[config.mk]
export PLATFORM = sky130hd
export DESIGN_NAME = cds_cell
export DESIGN_NICKNAME = d
export VERILOG_FILES = /design/src/hdl/cds_pkg.sv /design/src/hdl/cds_cell.sv
export SDC_FILE = /design/constraint.sdc
export NUM_CORES = 2
export LEC_CHECK = 0
export ABC_AREA = 1
export BUFFER_PORTS_ARGS = -buffer_cell sky130_fd_sc_hd__buf_4
export CAP_MARGIN = 20
export CORE_MARGIN = 4
export CORE_UTILIZATION = 55
export DETAILED_ROUTE_END_ITERATION = 10
export GPL_TIMING_DRIVEN = 0
export PLACE_DENSITY = 0.75
export SYNTH_ARGS = -nofsm -noshare
export SYNTH_HDL_FRONTEND = slang
export SYNTH_SLANG_ARGS = --single-unit
export TNS_END_PERCENT = 30
[constraint.sdc]
create_clock -name i_clk -period 14.2 [get_ports i_clk]
set_input_delay 1.42 -clock i_clk [delete_from_list [all_inputs] [get_ports i_clk]]
set_output_delay 1.42 -clock i_clk [all_outputs]
set_load 0.02 [all_outputs]
[src/hdl/cds_pkg.sv]
package cds_pkg;

    // Fixed field widths of the configuration port and the data path.
    localparam int CFG_IDX_W  = 3;
    localparam int CFG_DATA_W = 32;
    localparam int HW_W       = 2;
    localparam int SAMPLE_W   = 32;
    localparam int PROD_W     = 2 * SAMPLE_W;

    // Register indexes of the configuration port.
    localparam logic [CFG_IDX_W-1:0] CFG_HALF_WIDTH = 3'd0;
    localparam logic [CFG_IDX_W-1:0] CFG_TAP_BASE   = 3'd1;

    localparam logic [HW_W-1:0] HALF_WIDTH_RESET = 2'd1;

    localparam logic signed [SAMPLE_W-1:0] OUT_MAX = 32'sh7FFF_FFFF;
    localparam logic signed [SAMPLE_W-1:0] OUT_MIN = 32'sh8000_0000;

    // Per-cycle controls shared by every cell of the window chain.
    typedef struct packed {
        logic shift;   // take the neighbor's sample
        logic load;    // register the product of the held sample
    } t_cell_ctl;

endpackage

[src/hdl/cds_cell.sv]
module cds_cell (
    input  logic                                  i_clk,
    input  logic                                  i_rst_n,
    input  cds_pkg::t_cell_ctl                    i_ctl,
    input  logic signed [cds_pkg::SAMPLE_W-1:0]   i_sample_in,
    input  logic signed [cds_pkg::SAMPLE_W-1:0]   i_coef,
    output logic signed [cds_pkg::SAMPLE_W-1:0]   o_sample,
    output logic signed [cds_pkg::PROD_W-1:0]     o_prod
);

    logic signed [cds_pkg::SAMPLE_W-1:0] r_sample;
    logic signed [cds_pkg::PROD_W-1:0]   r_prod;
    logic signed [cds_pkg::PROD_W-1:0]   n_prod;

    // Operands are sign extended in the 64-bit context: a 32x32 multiply.
    assign n_prod = r_sample * i_coef;

    always_ff @(posedge i_clk) begin
        if (!i_rst_n) begin
            r_sample <= '0;
        end else if (i_ctl.shift) begin
            r_sample <= i_sample_in;
        end
    end

    always_ff @(posedge i_clk) begin
        if (i_ctl.load) begin
            r_prod <= n_prod;
        end
    end

    assign o_sample = r_sample;
    assign o_prod   = r_prod;

endmodule

[Word level (Yosys, flattened, before mapping)]
Index checks and enable logic that the tools add are counted.
Word-level totals
  word-level logic and storage cells: 3
  output and inout bits: 96
  register bits: 96
  input bits: 68
Operators by class
  multiply operators: 1
Operator list (count)
  32-bit by 32-bit multiplier with 64-bit output: 1

[Longest topological paths before layout]
  depth after elaboration: 1
  mapped depth: 33
  gate-level depth less buffers: 31

[Worst setup path before layout]
OpenSTA, ideal clock, no wires.
  kind: input-to-reg
  start point: in i_coef[7] (netlist bit)
  end point: reg r_prod, in the netlist o_prod[61], data pin
  cell stages on the path: 28
  slack: 6.163 ns
  required time: 13.948 ns
  path buffers: 1
  arrival: 7.784 ns
  library setup time: 0.252 ns
  path through: clkbuf_1 -> nand2_1 -> inv_1 -> fa_1 -> inv_1 -> fa_1 -> inv_1 -> fa_1 -> fa_1 -> inv_1 -> fa_1 -> inv_1 -> fa_1 -> inv_1 -> fa_1 -> inv_1 -> fa_1 -> ha_1 -> a21oi_1 -> nor2_1 -> nor2_1 -> o21ai_0 -> nand2_1 -> nand2_1 -> a21oi_1 -> nand2_1 -> nand2_1 -> nand2_1
On the way
  longest elaborated chain between the ends: 1
Ends and longest elaborated chain
  start, declared: RTL line cds_cell.sv:6  | input logic signed [cds_pkg::SAMPLE_W-1:0] i_coef,
  32-bit by 32-bit multiplier with 64-bit output: RTL line cds_cell.sv:16  | assign n_prod = r_sample * i_coef;
  via n_prod (one bit): RTL line cds_cell.sv:13  | logic signed [cds_pkg::PROD_W-1:0] n_prod;
  end signal, assigned: RTL line cds_cell.sv:28  | r_prod <= n_prod;
  end, declared: RTL line cds_cell.sv:12  | logic signed [cds_pkg::PROD_W-1:0] r_prod;
The timed path passes the listed nets, and every way through them passes these cells.
A chain may end at the register's enable or synchronous reset.

[Worst setup path after layout]
Same ends and word-level chain as after synthesis.

==> results_dict.tcl <==
set metrics [dict create \
    avgSynthCellArea_um2 8.02 \
    worstSetupPathType "input pin to flip-flop" \
    slew_headroom_pct 18.9 \
    met2_length_mm 64.7 \
    worst_path_max_delay_cell "fa_1" \
    ys_warn_count 0 \
    antenna_found_initial 2 \
    crit_required_ns 14.34 \
    crit_path_start_kind "input pin" \
    rr_worst_depth 28 \
    antenna_left 0 \
    routedWlPerCell_um 23.3 \
    wl_mm 148 \
    vias 34400 \
    setup_viol 0 \
    finalCritPeriodShare_pct 67.1 \
    syn2layout_area_growth_pct 6.62 \
    detailed_place_hpwl_mm 129 \
    drv_cap 0 \
    clock_sinks 96 \
    clk_path_buf_depth 2 \
    synth_top_area_share_pct 51.7 \
    tns_ns 0 \
    overflow 0 \
    drt_iter0_markers 3810 \
    netlist_area_um2 41900 \
    wl_met3_mm 19.9 \
    grt_use_total_pct 37.7 \
    rsz0062_at_grt "no" \
    synth_edf_count 64 \
    stdcell_count 6379 \
    worstPathArrival_ns 9.67 \
    synthTopCellsByArea "fa_1 (52%), inv_1 (15%), nand2_1 (13%)" \
    hold_buffers 0 \
    hold_depth 2 \
    top_layer_used "met5" \
    die_w_um 284 \
    yosys_register_bits 96 \
    gp_congestion 1.06 \
    hp-class "flip-flop to flip-flop" \
    rows 100 \
    synth_fp_nets 6561 \
    grt_pass1_vias 36200 \
    drv_slew 0 \
    slowest_delay_ns 0.88 \
    layout_commonest_cell "inv_1" \
    nets 6736 \
    tightest_slew_ns 1.22 \
    finalClockSkew_ns 0.0306 \
    ctsResizeCount 0 \
    cts_tree "built" \
    final_cell_mix "inv_1 (1661), nand2_1 (1444), fa_1 (1082), clkbuf_1 (225), ha_1 (184)" \
    cp_max_fo 10 \
    numCtsBuffers 9 \
    grt_pass1_wl_mm 225 \
    clk_latency_ns 0.41 \
    synthArstFlopShare_pct 0 \
    portBuffers 163 \
    clkTransAtPathRegs_ns 0.07 \
    fin_ws_ns 4.67 \
    io_pins 164 \
    core_area_um2 74900 \
    dpl.cell_count 6360 \
    pre_cts_ws_ns 4.31 \
    grt_max_degree 65 \
    yosysSeqAreaShare_pct 6.11 \
    first_pass_iters 5 \
    synth_cell_types 37 \
    wl_met1_mm 53.0 \
    drive_gt1_share_pct 5.12 \
    die_h_um 284 \
    cp-end-kind "flip-flop" \
    post_cts_buffers 0 \
    syn_inst 5227 \
    root_buffer "clkbuf_16" \
    vias_per_cell 5.40 \
    initial_utilization_pct 55.9 \
    synth_flop_cell "edfxtp_1" \
    timing.fmax_mhz 105 \
    route.detailed.drc 0 \
    dieArea_um2 80700 \
    netlist.top_cell.by_area "fa_1" \
    period_needed_ns 9.53 \
    cts.htree.levels 3 \
    status "finished clean" \
    path_common_cell "fa_1" \
    hold_viol 0 \
]
[synth_stat cells, types with 2 or more instances]
| cell type | count |
|---|---|
| or2_2 | 7 |
| ha_1 | 184 |
| edfxtp_1 | 64 |
| dfxtp_1 | 32 |
| nor4_1 | 3 |
| nor2_4 | 8 |
| nand2_2 | 25 |
| nand3_2 | 12 |
| inv_2 | 7 |
| xnor2_1 | 5 |
| o21bai_2 | 2 |
| nor2_1 | 180 |
| and3_1 | 2 |
| o21ai_0 | 52 |
| fa_1 | 1082 |
| a21oi_2 | 4 |
| nand2_1 | 1444 |
| nor3_1 | 2 |
| o21a_1 | 3 |
| nor2_2 | 27 |
| nand4_1 | 16 |
| inv_1 | 1661 |
| xor2_1 | 33 |
| nor3_2 | 2 |
| o21ai_1 | 5 |
| and2_0 | 2 |
| nand3_1 | 63 |
| clkbuf_1 | 225 |
| o21bai_1 | 8 |
| a21oi_1 | 60 |
[per-layer routing]
layer	track usage [%]	vias to the layer above
met3	12.1	517
met5	0	-
li1	-	14700
met1	48.3	17100
met2	57.5	2139
met4	20.2	4
[cells by family after synthesis]
group / Yosys count / synth area share, %
fa+ha+maj: 1266 / 57.2
flops: 96 / 6.11
buf+inv: 1893 / 16.9
compound gates: 136 / 1.77
simple gates: 1798 / 17.2
xor+xnor: 38 / 0.794
[final cells by class]
| cell class | instances | area (um2) |
|---|---|---|
| sequential | 96 | 2560 |
| tap | 969 | 1210 |
| fill | 6813 | 30200 |
| clock buffer | 9 | 225 |
| multi-input combinational | 3238 | 32300 |
| buffer | 225 | 845 |
| inverter | 1668 | 6260 |
| timing repair buffer | 164 | 1250 |
| clock inverter | 7 | 81.3 |
| antenna | 3 | 7.51 |
[sequential cells by signal, indices dropped and copies added, names as in the netlist]
| signal | count |
|---|---|
| o_sample | 32 |
| o_prod | 64 |
[metrics by stage]
stage	hold slack [ns]	utilization, %	cell area (um2)
6_report	0.705	59.7	44700
3_3_place_gp	0.658	59.2	44400
3_5_place_dp	0.668	59.2	44400
2_1_floorplan	0.640	-	41900
4_1_cts	0.685	59.6	44700
5_1_grt	0.718	59.6	44700
[worst paths after layout]
| path | slack [ns] | end | from |
|---|---|---|---|
| worst max-delay path | 4.67 | o_prod[61] | i_coef[7] |
| worst min-delay path | 0.70 | o_sample[25] | o_sample[25] |
| worst min register to register | 0.70 | o_sample[25] | o_sample[25] |
| worst max register to register | 4.90 | o_prod[61] | o_sample[31] |
[critical path: cells and delay by family]
| family | cells | cell delay (ns) |
|---|---|---|
| buf+inv | 9 | 1.92 |
| simple gates | 8 | 0.81 |
| compound gates | 3 | 0.68 |
| fa+ha+maj | 9 | 4.82 |
Power is not shown: default switching activity piles up to over one toggle a cycle in this logic, so the estimate is an artifact.
