===== config.mk =====
export PLATFORM = sky130hd
export DESIGN_NAME = cds_add_stage
export DESIGN_NICKNAME = d
export VERILOG_FILES = /design/src/hdl/cds_add_stage.sv
export SDC_FILE = /design/constraint.sdc
export NUM_CORES = 1
export LEC_CHECK = 0
export BUFFER_PORTS_ARGS = -buffer_cell sky130_fd_sc_hd__buf_2
export CORE_AREA = 2 2 276 278
export DETAILED_ROUTE_END_ITERATION = 7
export DIE_AREA = 0 0 278 280
export GPL_TIMING_DRIVEN = 0
export PLACE_DENSITY_LB_ADDON = 0.25
export SYNTH_ARGS = -nofsm -noshare
export SYNTH_HDL_FRONTEND = slang
export SYNTH_SLANG_ARGS = --single-unit

===== constraint.sdc =====
create_clock -name i_clk -period 4.2 [get_ports i_clk]
set_clock_uncertainty 0.05 [all_clocks]
set_input_delay 0.21 -clock i_clk [delete_from_list [all_inputs] [get_ports i_clk]]
set_output_delay 0.21 -clock i_clk [all_outputs]
set_load 0.02 [all_outputs]

===== src/hdl/cds_add_stage.sv =====
module cds_add_stage #(
    parameter int N_IN = 7,
    parameter int IN_W = 64
) (
    input  logic                   i_clk,
    input  logic                   i_load,
    input  logic signed [IN_W-1:0] i_val [N_IN],
    output logic signed [IN_W:0]   o_val [(N_IN + 1) / 2]
);

    localparam int N_OUT = (N_IN + 1) / 2;

    logic signed [IN_W:0] r_sum [N_OUT];
    logic signed [IN_W:0] n_sum [N_OUT];

    // Pairwise sums; an odd last element passes on sign extended.
    always_comb begin
        for (int j = 0; j < N_OUT; j++) begin
            if (2 * j + 1 < N_IN) begin
                n_sum[j] = (IN_W + 1)'(i_val[2 * j]) + (IN_W + 1)'(i_val[2 * j + 1]);
            end else begin
                n_sum[j] = (IN_W + 1)'(i_val[2 * j]);
            end
        end
    end

    always_ff @(posedge i_clk) begin
        if (i_load) begin
            r_sum <= n_sum;
        end
    end

    assign o_val = r_sum;

endmodule


**After elaboration in Yosys (flattened, before gate mapping)**

Cells that the tools add are included.
Widths: inputs -> output; s select.

- Add/subtract/negate cells: 3
- Multiply operators: 0
- Divide/modulo/power cells: 0
- $lt $le $gt $ge: 0
- Equality and inequality tests: 0
- Shift-type cells: 0
- Multiplexer cells: 0
- Bitwise gates (word level): 0
- Reduce and logical (&&, ||, !) cells: 0

Operator list:

| kind | count |
|---|---|
| $add 64x64->65 | 3 |

- Register bits after elaboration: 259
- Bits in latches: 0
- RAM bits: 0
- Memory bits (read-only): 0
- Word-level logic and storage cells: 7
- Memories: 0

**Logic depth before layout (Yosys ltp)**

Gate-level depths: netlist of the first run.

- Depth after elaboration: 1
- Mapped depth: 13

**Worst setup path after synthesis of the first run**

OpenSTA, ideal clock, no wires.

- Path type: input port to flip-flop
- Start point: input i_val[192] (netlist name)
- End point: register r_sum, in the netlist o_val[192], data pin
- Library setup time: 0.269 ns
- Arrival: 2.981 ns
- Setup slack: 0.900 ns
- Stages on the path: 13
- Path buffers: 0
- Cell sequence: ha_1 -> fa_1 -> a21o_1 -> a21oi_2 -> o21ai_1 -> a311oi_1 -> o21ai_2 -> a221o_1 -> a41oi_2 -> o211a_1 -> o31a_1 -> o31ai_1 -> xor2_1

RTL lines:

| element | RTL line | text |
|---|---|---|
| start: declaration | 7 | `input logic signed [IN_W-1:0] i_val [N_IN],` |
| end signal: assignment | 29 | `r_sum <= n_sum;` |
| end: declaration | 13 | `logic signed [IN_W:0] r_sum [N_OUT];` |

==> run metrics, run 1 <==
max FFs per register around 260; Post-Syn Area 18640 µm²; Peak Freq around 250 MHz; FP Rows 101; die area 77840 µm²; Max Cap Violations 0; area delta synth->final 36.43%; pre-CTS WS -0.2598 ns; die height about 280 µm; yosys warns 0; Worst Path Required around 4.5 ns; Slew Limit Fails 0; H-Tree Depth 2; initial antenna violation count 28; largest family of logic cells by synthesized area compound AO/OA/AOI/OAI gates; Final min period around 4 ns; DP Wirelength a little over 60000 µm; Fin. Hold Viols 0; DRT Pass-1 Iters 5; Hold Startpoint i_load; mux contribution to synthesized area 0.05370%; initial core utilization roughly a quarter; Setup Viol. Count Final 0; Setup crit start i_val[192]; syn avg cell area roughly 10 µm²; drt drc 0; Core Area 75190 µm²; Cells after Synth 1854; Compound-Gate Fraction of Synth Area 22.33%; largest net degree at the start of global routing 110; Least-Margin Pin Slew 0.9179 ns; Crit Path Class input pin to flip-flop; clk buf depth 3; number of global-route vias before repair approximately 19000; final setup TNS 0 ns; Cell Pwr Density roughly 390 nW/µm²; overflow left after global routing 0; Die W between 200 and 300 µm; total routed wirelength 73870 µm; worst hold path class input pin to flip-flop; RSZ-0062 raised after global routing no; P_leak ~11 nW; clock sink count 259; global-route wire length before repair approximately 110000 µm; post-route ant nets 0; Tcrit/Tclk final 95.84%; Post-synth EDFFs 259; Final WS setup 0.1748 ns; Main synth FF type edfxtp_1; status complete, no violations; TritonCTS clock tree done; DR WL/cell roughly 20 µm; vias per cell a little under 5; Post-Synth XOR/XNOR Area 8.411%; Synth Area in Simple Gates 11.95%; post-synthesis adder-cell area fraction 13.21%; Crit. End Element flip-flop; Seq/Total Area, Yosys 41.72%; Worst VDD drop 0.2982 mV; Total GRT Usage between 10% and 20%; initial DRC count 972; critical-path maximum fanout 5; library cells used by synthesis 80; Rel. slew slack 38.01%; cts bufs inserted 36; Via Count 18112; fraction of registers with async set or reset after synthesis 0%; clk slew on worst S/H paths 0.06 ns; clock tree root buffer cell clkbuf_16; layout cell share with drive strength beyond 1 roughly 30%; I/O Buffers 709; post-synth net total 2499; I/O pin count 710; NumNets Final 3320; flops & latches, synth 259; global placement routability congestion 0.9112; crit path DAT 4.27 ns; element type at the critical path start input pin
[report_power, final]
part | internal (mW) | leakage, nW | switching, mW | total, mW
Sequential | 3.34 | 2.53 | 0.110 | 3.45
Clock | 1.92 | 0.583 | 1.27 | 3.19
Combinational | 1.19 | 8.08 | 2.00 | 3.19
[cell type report]
type / count / area [µm²]
Clock buffer: 41 / 940.9
Timing Repair Buffer: 783 / 4334
Buffer: 59 / 232.7
Multi-Input combinational cell: 1483 / 10450
Fill cell: 7823 / 49760
Inverter: 53 / 198.9
Sequential cell: 259 / 7777
Tap cell: 978 / 1224
Antenna cell: 7 / 17.52
Clock inverter: 23 / 252.7
[per-stage QoR]
step / instances / utilization (%) / area (µm²) / hold slack (ns) / power [mW]
2_1_floorplan: 1854 / - / 18640 / 0.2589 / 5.417
3_3_place_gp: 3541 / 31.14 / 23410 / 0.3366 / 6.643
3_5_place_dp: 3543 / 31.22 / 23480 / 0.3381 / 6.623
4_1_cts: 3679 / 33.77 / 25390 / 0.006063 / 9.983
5_1_grt: 3684 / 33.81 / 25430 / 0.04520 / 10.35
6_report: 3686 / 33.82 / 25430 / 0.06054 / 9.835
[synthesized netlist by cell type (4+ instances only)]
master / count / share of area [%]
a211o_1: 4 / 0.19
o21ai_1: 8 / 0.21
o21bai_1: 39 / 1.6
nor4_1: 8 / 0.27
nand2b_1: 20 / 0.67
ha_1: 192 / 13
inv_1: 51 / 1.0
o211ai_1: 11 / 0.44
a221o_1: 4 / 0.21
nor2_1: 101 / 2.0
a21oi_1: 228 / 6.1
o221ai_1: 5 / 0.23
a221oi_1: 5 / 0.23
a31oi_1: 25 / 0.84
and2_1: 8 / 0.27
xor2_1: 59 / 2.8
nor2b_1: 28 / 0.94
nand2_1: 142 / 2.9
a21o_1: 101 / 4.1
nand3_1: 37 / 0.99
o31a_1: 7 / 0.33
and3_1: 14 / 0.47
nor3b_1: 7 / 0.28
xnor2_1: 120 / 5.6
a21boi_0: 4 / 0.16
or3_1: 4 / 0.13
nand4_1: 43 / 1.4
nor3_1: 30 / 0.81
o21a_1: 23 / 0.93
clkbuf_1: 52 / 1.0
edfxtp_1: 259 / 42
o21ai_0: 113 / 3.0
a211oi_1: 17 / 0.68
o31ai_1: 6 / 0.24
and4_1: 4 / 0.19
[path summary, 6_finish.rpt]
kind,endpoint,cells past startpoint
hold / removal,o_val[258],1
setup / recovery,o_val[186],15
[kinds of logic after synthesis]
group,count (synthesis)
AND/OR/NAND/NOR,458
flip-flops,259
buffers and inverters,112
multiplexers,1
XOR/XNOR,179
AO/OA/AOI/OAI,650
adder cells (fa/ha/maj),195
[layout by cell type (no fill, tap or decap), types with 5 or more instances in the layout]
master and instances:
a211oi_1 17, a21o_1 101, a21oi_1 227, a221oi_1 5
a31oi_1 25, and2_1 8, and3_1 14, buf_2 711
bufinv_16 5, clkbuf_1 56, clkbuf_16 37, clkinv_1 6
clkinv_2 6, diode_2 7, dlygate4sd3_1 72, edfxtp_1 259
ha_1 192, inv_1 51, nand2_1 142, nand2b_1 20
nand3_1 37, nand4_1 43, nor2_1 101, nor2b_1 28
nor3_1 30, nor3b_1 7, nor4_1 8, o211ai_1 11
o21a_1 23, o21ai_0 113, o21ai_1 8, o21bai_1 39
o221ai_1 5, o31a_1 7, o31ai_1 6, xnor2_1 120
xor2_1 59
[worst max-delay path, cell delays in order]
cell	delay [ns]
dlygate4sd3_1	0.54
buf_2	0.12
ha_1	0.22
fa_1	0.42
a21o_1	0.21
a21oi_2	0.20
o21ai_1	0.14
a311oi_2	0.37
o21ai_2	0.15
a221o_1	0.41
a41oi_4	0.36
o211a_1	0.28
o31a_1	0.31
o21ai_1	0.17
xnor2_1	0.15
[routing by layer]
metal  part of all wire (%)  routed length [µm]  global-route usage, %  vias to the layer above
li1                       -                   -                      -                     8697
met1                     40               29240                  20.45                     8638
met2                     51               37490                  33.03                      616
met3                    7.4                5469                  5.479                      123
met4                    1.9                1436                  3.964                       38
met5                   0.32                 235                      0                        -
[repair_timing]
item,in CTS,in global routing
gates resized for setup,0,3
endpoints found under the hold margin,69,0
setup buffers,0,0
setup endpoints to repair,0,6
hold buffers,72,0
Power figures use the tool's default switching activity.
==> run 2, diff against run 1 <==
Settings changed: RECOVER_POWER set to 100.
==> run 2 against run 1 <==
  * The flow now finishes with violations (capacitance limit, slew limit)
  * Sequential share of layout area up 0.47 points
  * Clock power hardly changed
  * Total power decreased by 0.95%
  * Core utilization shrank 0.51 points
  * Largest power group unchanged
==> run metrics, run 2 (same netlist as run 1, synthesis figures left out) <==
status finished with violations; Post-Layout Inst Area 25040 µm²; post-route ant nets 0; Die W around 280 µm; Total GRT Usage 18.02%; Rel. slew slack -134.3%; failing checks capacitance limit, slew limit; Least-Margin Pin Slew 3.515 ns; Crit Path Class input pin to flip-flop; cts bufs inserted 36; P_leak roughly 10 nW; worst hold path class input pin to flip-flop; Crit. End Element flip-flop; Post-DP Area 23480 µm²; initial core utilization 24.79%; Core Area between 70000 and 80000 µm²; number of global-route vias before repair 18517; Final min period approximately 4.0 ns; I/O pin count a little over 700; clk slew on worst S/H paths 0.06 ns; Setup Fix Bufs, Post-CTS 0; largest net degree at the start of global routing 110; initial antenna violation count 28; Tcrit/Tclk final a little over nine tenths; total routed wirelength roughly 74000 µm; RSZ-0062 raised after global routing no; global-route wire length before repair around 110000 µm; clock tree root buffer cell clkbuf_16; area delta synth->final 34.35%; hold endpoint o_val[131]; layout cell share with drive strength beyond 1 19.62%; Worst VDD drop 0.2979 mV; overflow left after global routing 0; initial DRC count between 900 and 1000; Cell Pwr Density about 390 nW/µm²; DP Cell Count 3543; fin util 33.31%; Max Cap Violations 1; Final Non-Filler Cells approximately 3700; max FFs per register approximately 260; crit path DAT 4.27 ns; TritonCTS clock tree done; Hold Path Stages 2; critical-path maximum fanout 3; clk buf depth 3; Fin. Hold Viols 0; die height 280 µm; DRT Pass-1 Iters 7; vias per cell 4.909; Hold Startpoint i_val[257]; FP Rows about 100; I/O Buffers ~700; Tot Pwr 9.742 mW; fillers 7955; worst hold slack 0.06867 ns; NumNets Final 3320; element type at the critical path start input pin; Setup Viol. Count Final 0; DR WL/cell 20.07 µm; Via Count 18093; commonest non-fill, non-tap cells in the layout 446 x buf_2, 322 x clkbuf_1, 259 x edfxtp_1; drt drc 0; clock sink count 259; Worst Path Required 4.44 ns; DP Wirelength about 60000 µm; global placement routability congestion 0.9112; commonest non-fill, non-tap cell in the layout buf_2; die area 77840 µm²; Peak Freq approximately 250 MHz; H-Tree Depth 2; Slew Limit Fails 51
==> run 2: area by class of cell <==
class | count | area [µm²] | share of cell area, %
Clock buffer | 41 | 940.9 | 3.757
Tap cell | 978 | 1224 | 4.886
Clock inverter | 23 | 252.7 | 1.009
Antenna cell | 7 | 17.52 | 0.06994
Multi-Input combinational cell | 1483 | 10410 | 41.56
Sequential cell | 259 | 7777 | 31.06
Buffer | 59 | 232.7 | 0.9293
Timing Repair Buffer | 783 | 3991 | 15.94
Inverter | 53 | 198.9 | 0.7944
==> run 2: routing by layer <==
layer | track usage, % | share of wire (%) | vias up
met3 | 5.479 | 7.6 | 125
met1 | 20.45 | 39 | 8616
met5 | 0 | 0.31 | -
met4 | 3.964 | 2.0 | 38
met2 | 33.03 | 51 | 625
li1 | - | - | 8689
==> run 2: per-stage QoR <==
| step | TNS, ns | worst slack (ns) |
|---|---|---|
| after global placement | -328.28 | -1.329 |
| final | 0 | 0.1714 |
| after floorplan | 0 | 0.9001 |
| after CTS | 0 | 0.06624 |
| after detailed placement | -0.5809 | -0.2598 |
| after global routing | 0 | 0.01992 |
==> run 2: critical path, cell delays in order <==
cell and delay (ns):
dlygate4sd3_1 0.54, buf_2 0.12, ha_1 0.22, fa_1 0.42, a21o_1 0.21, a21oi_2 0.20
o21ai_0 0.17, a31oi_4 0.28, o211ai_1 0.24, a221o_2 0.46, a221oi_2 0.38, o21ai_2 0.15
a31o_1 0.28, a41oi_2 0.28, xnor2_1 0.11
==> run 2: worst max path at each step <==
stage,to,startpoint,depth (start not counted),slack [ns]
2_1_floorplan,o_val[192],i_val[192],13,0.90
5_1_grt,o_val[114],i_val[66],13,0.02
3_5_place_dp,o_val[123],i_val[64],14,-0.26
3_3_place_gp,o_val[174],i_load,1,-1.33
4_1_cts,o_val[188],i_val[192],15,0.07
6_report,o_val[180],i_val[192],15,0.17
==> run 2: timing repair <==
item | CTS | global route
gates resized for setup | 0 | 3
endpoints found under the setup margin | 0 | 6
hold buffers | 72 | 0
endpoints found under the hold margin | 69 | 0
==> run 2: report_power, final <==
part / internal, mW / switching [mW] / total [mW]
combinational: 1.09 / 1.99 / 3.08
clock: 1.92 / 1.27 / 3.19
sequential: 3.35 / 0.121 / 3.47
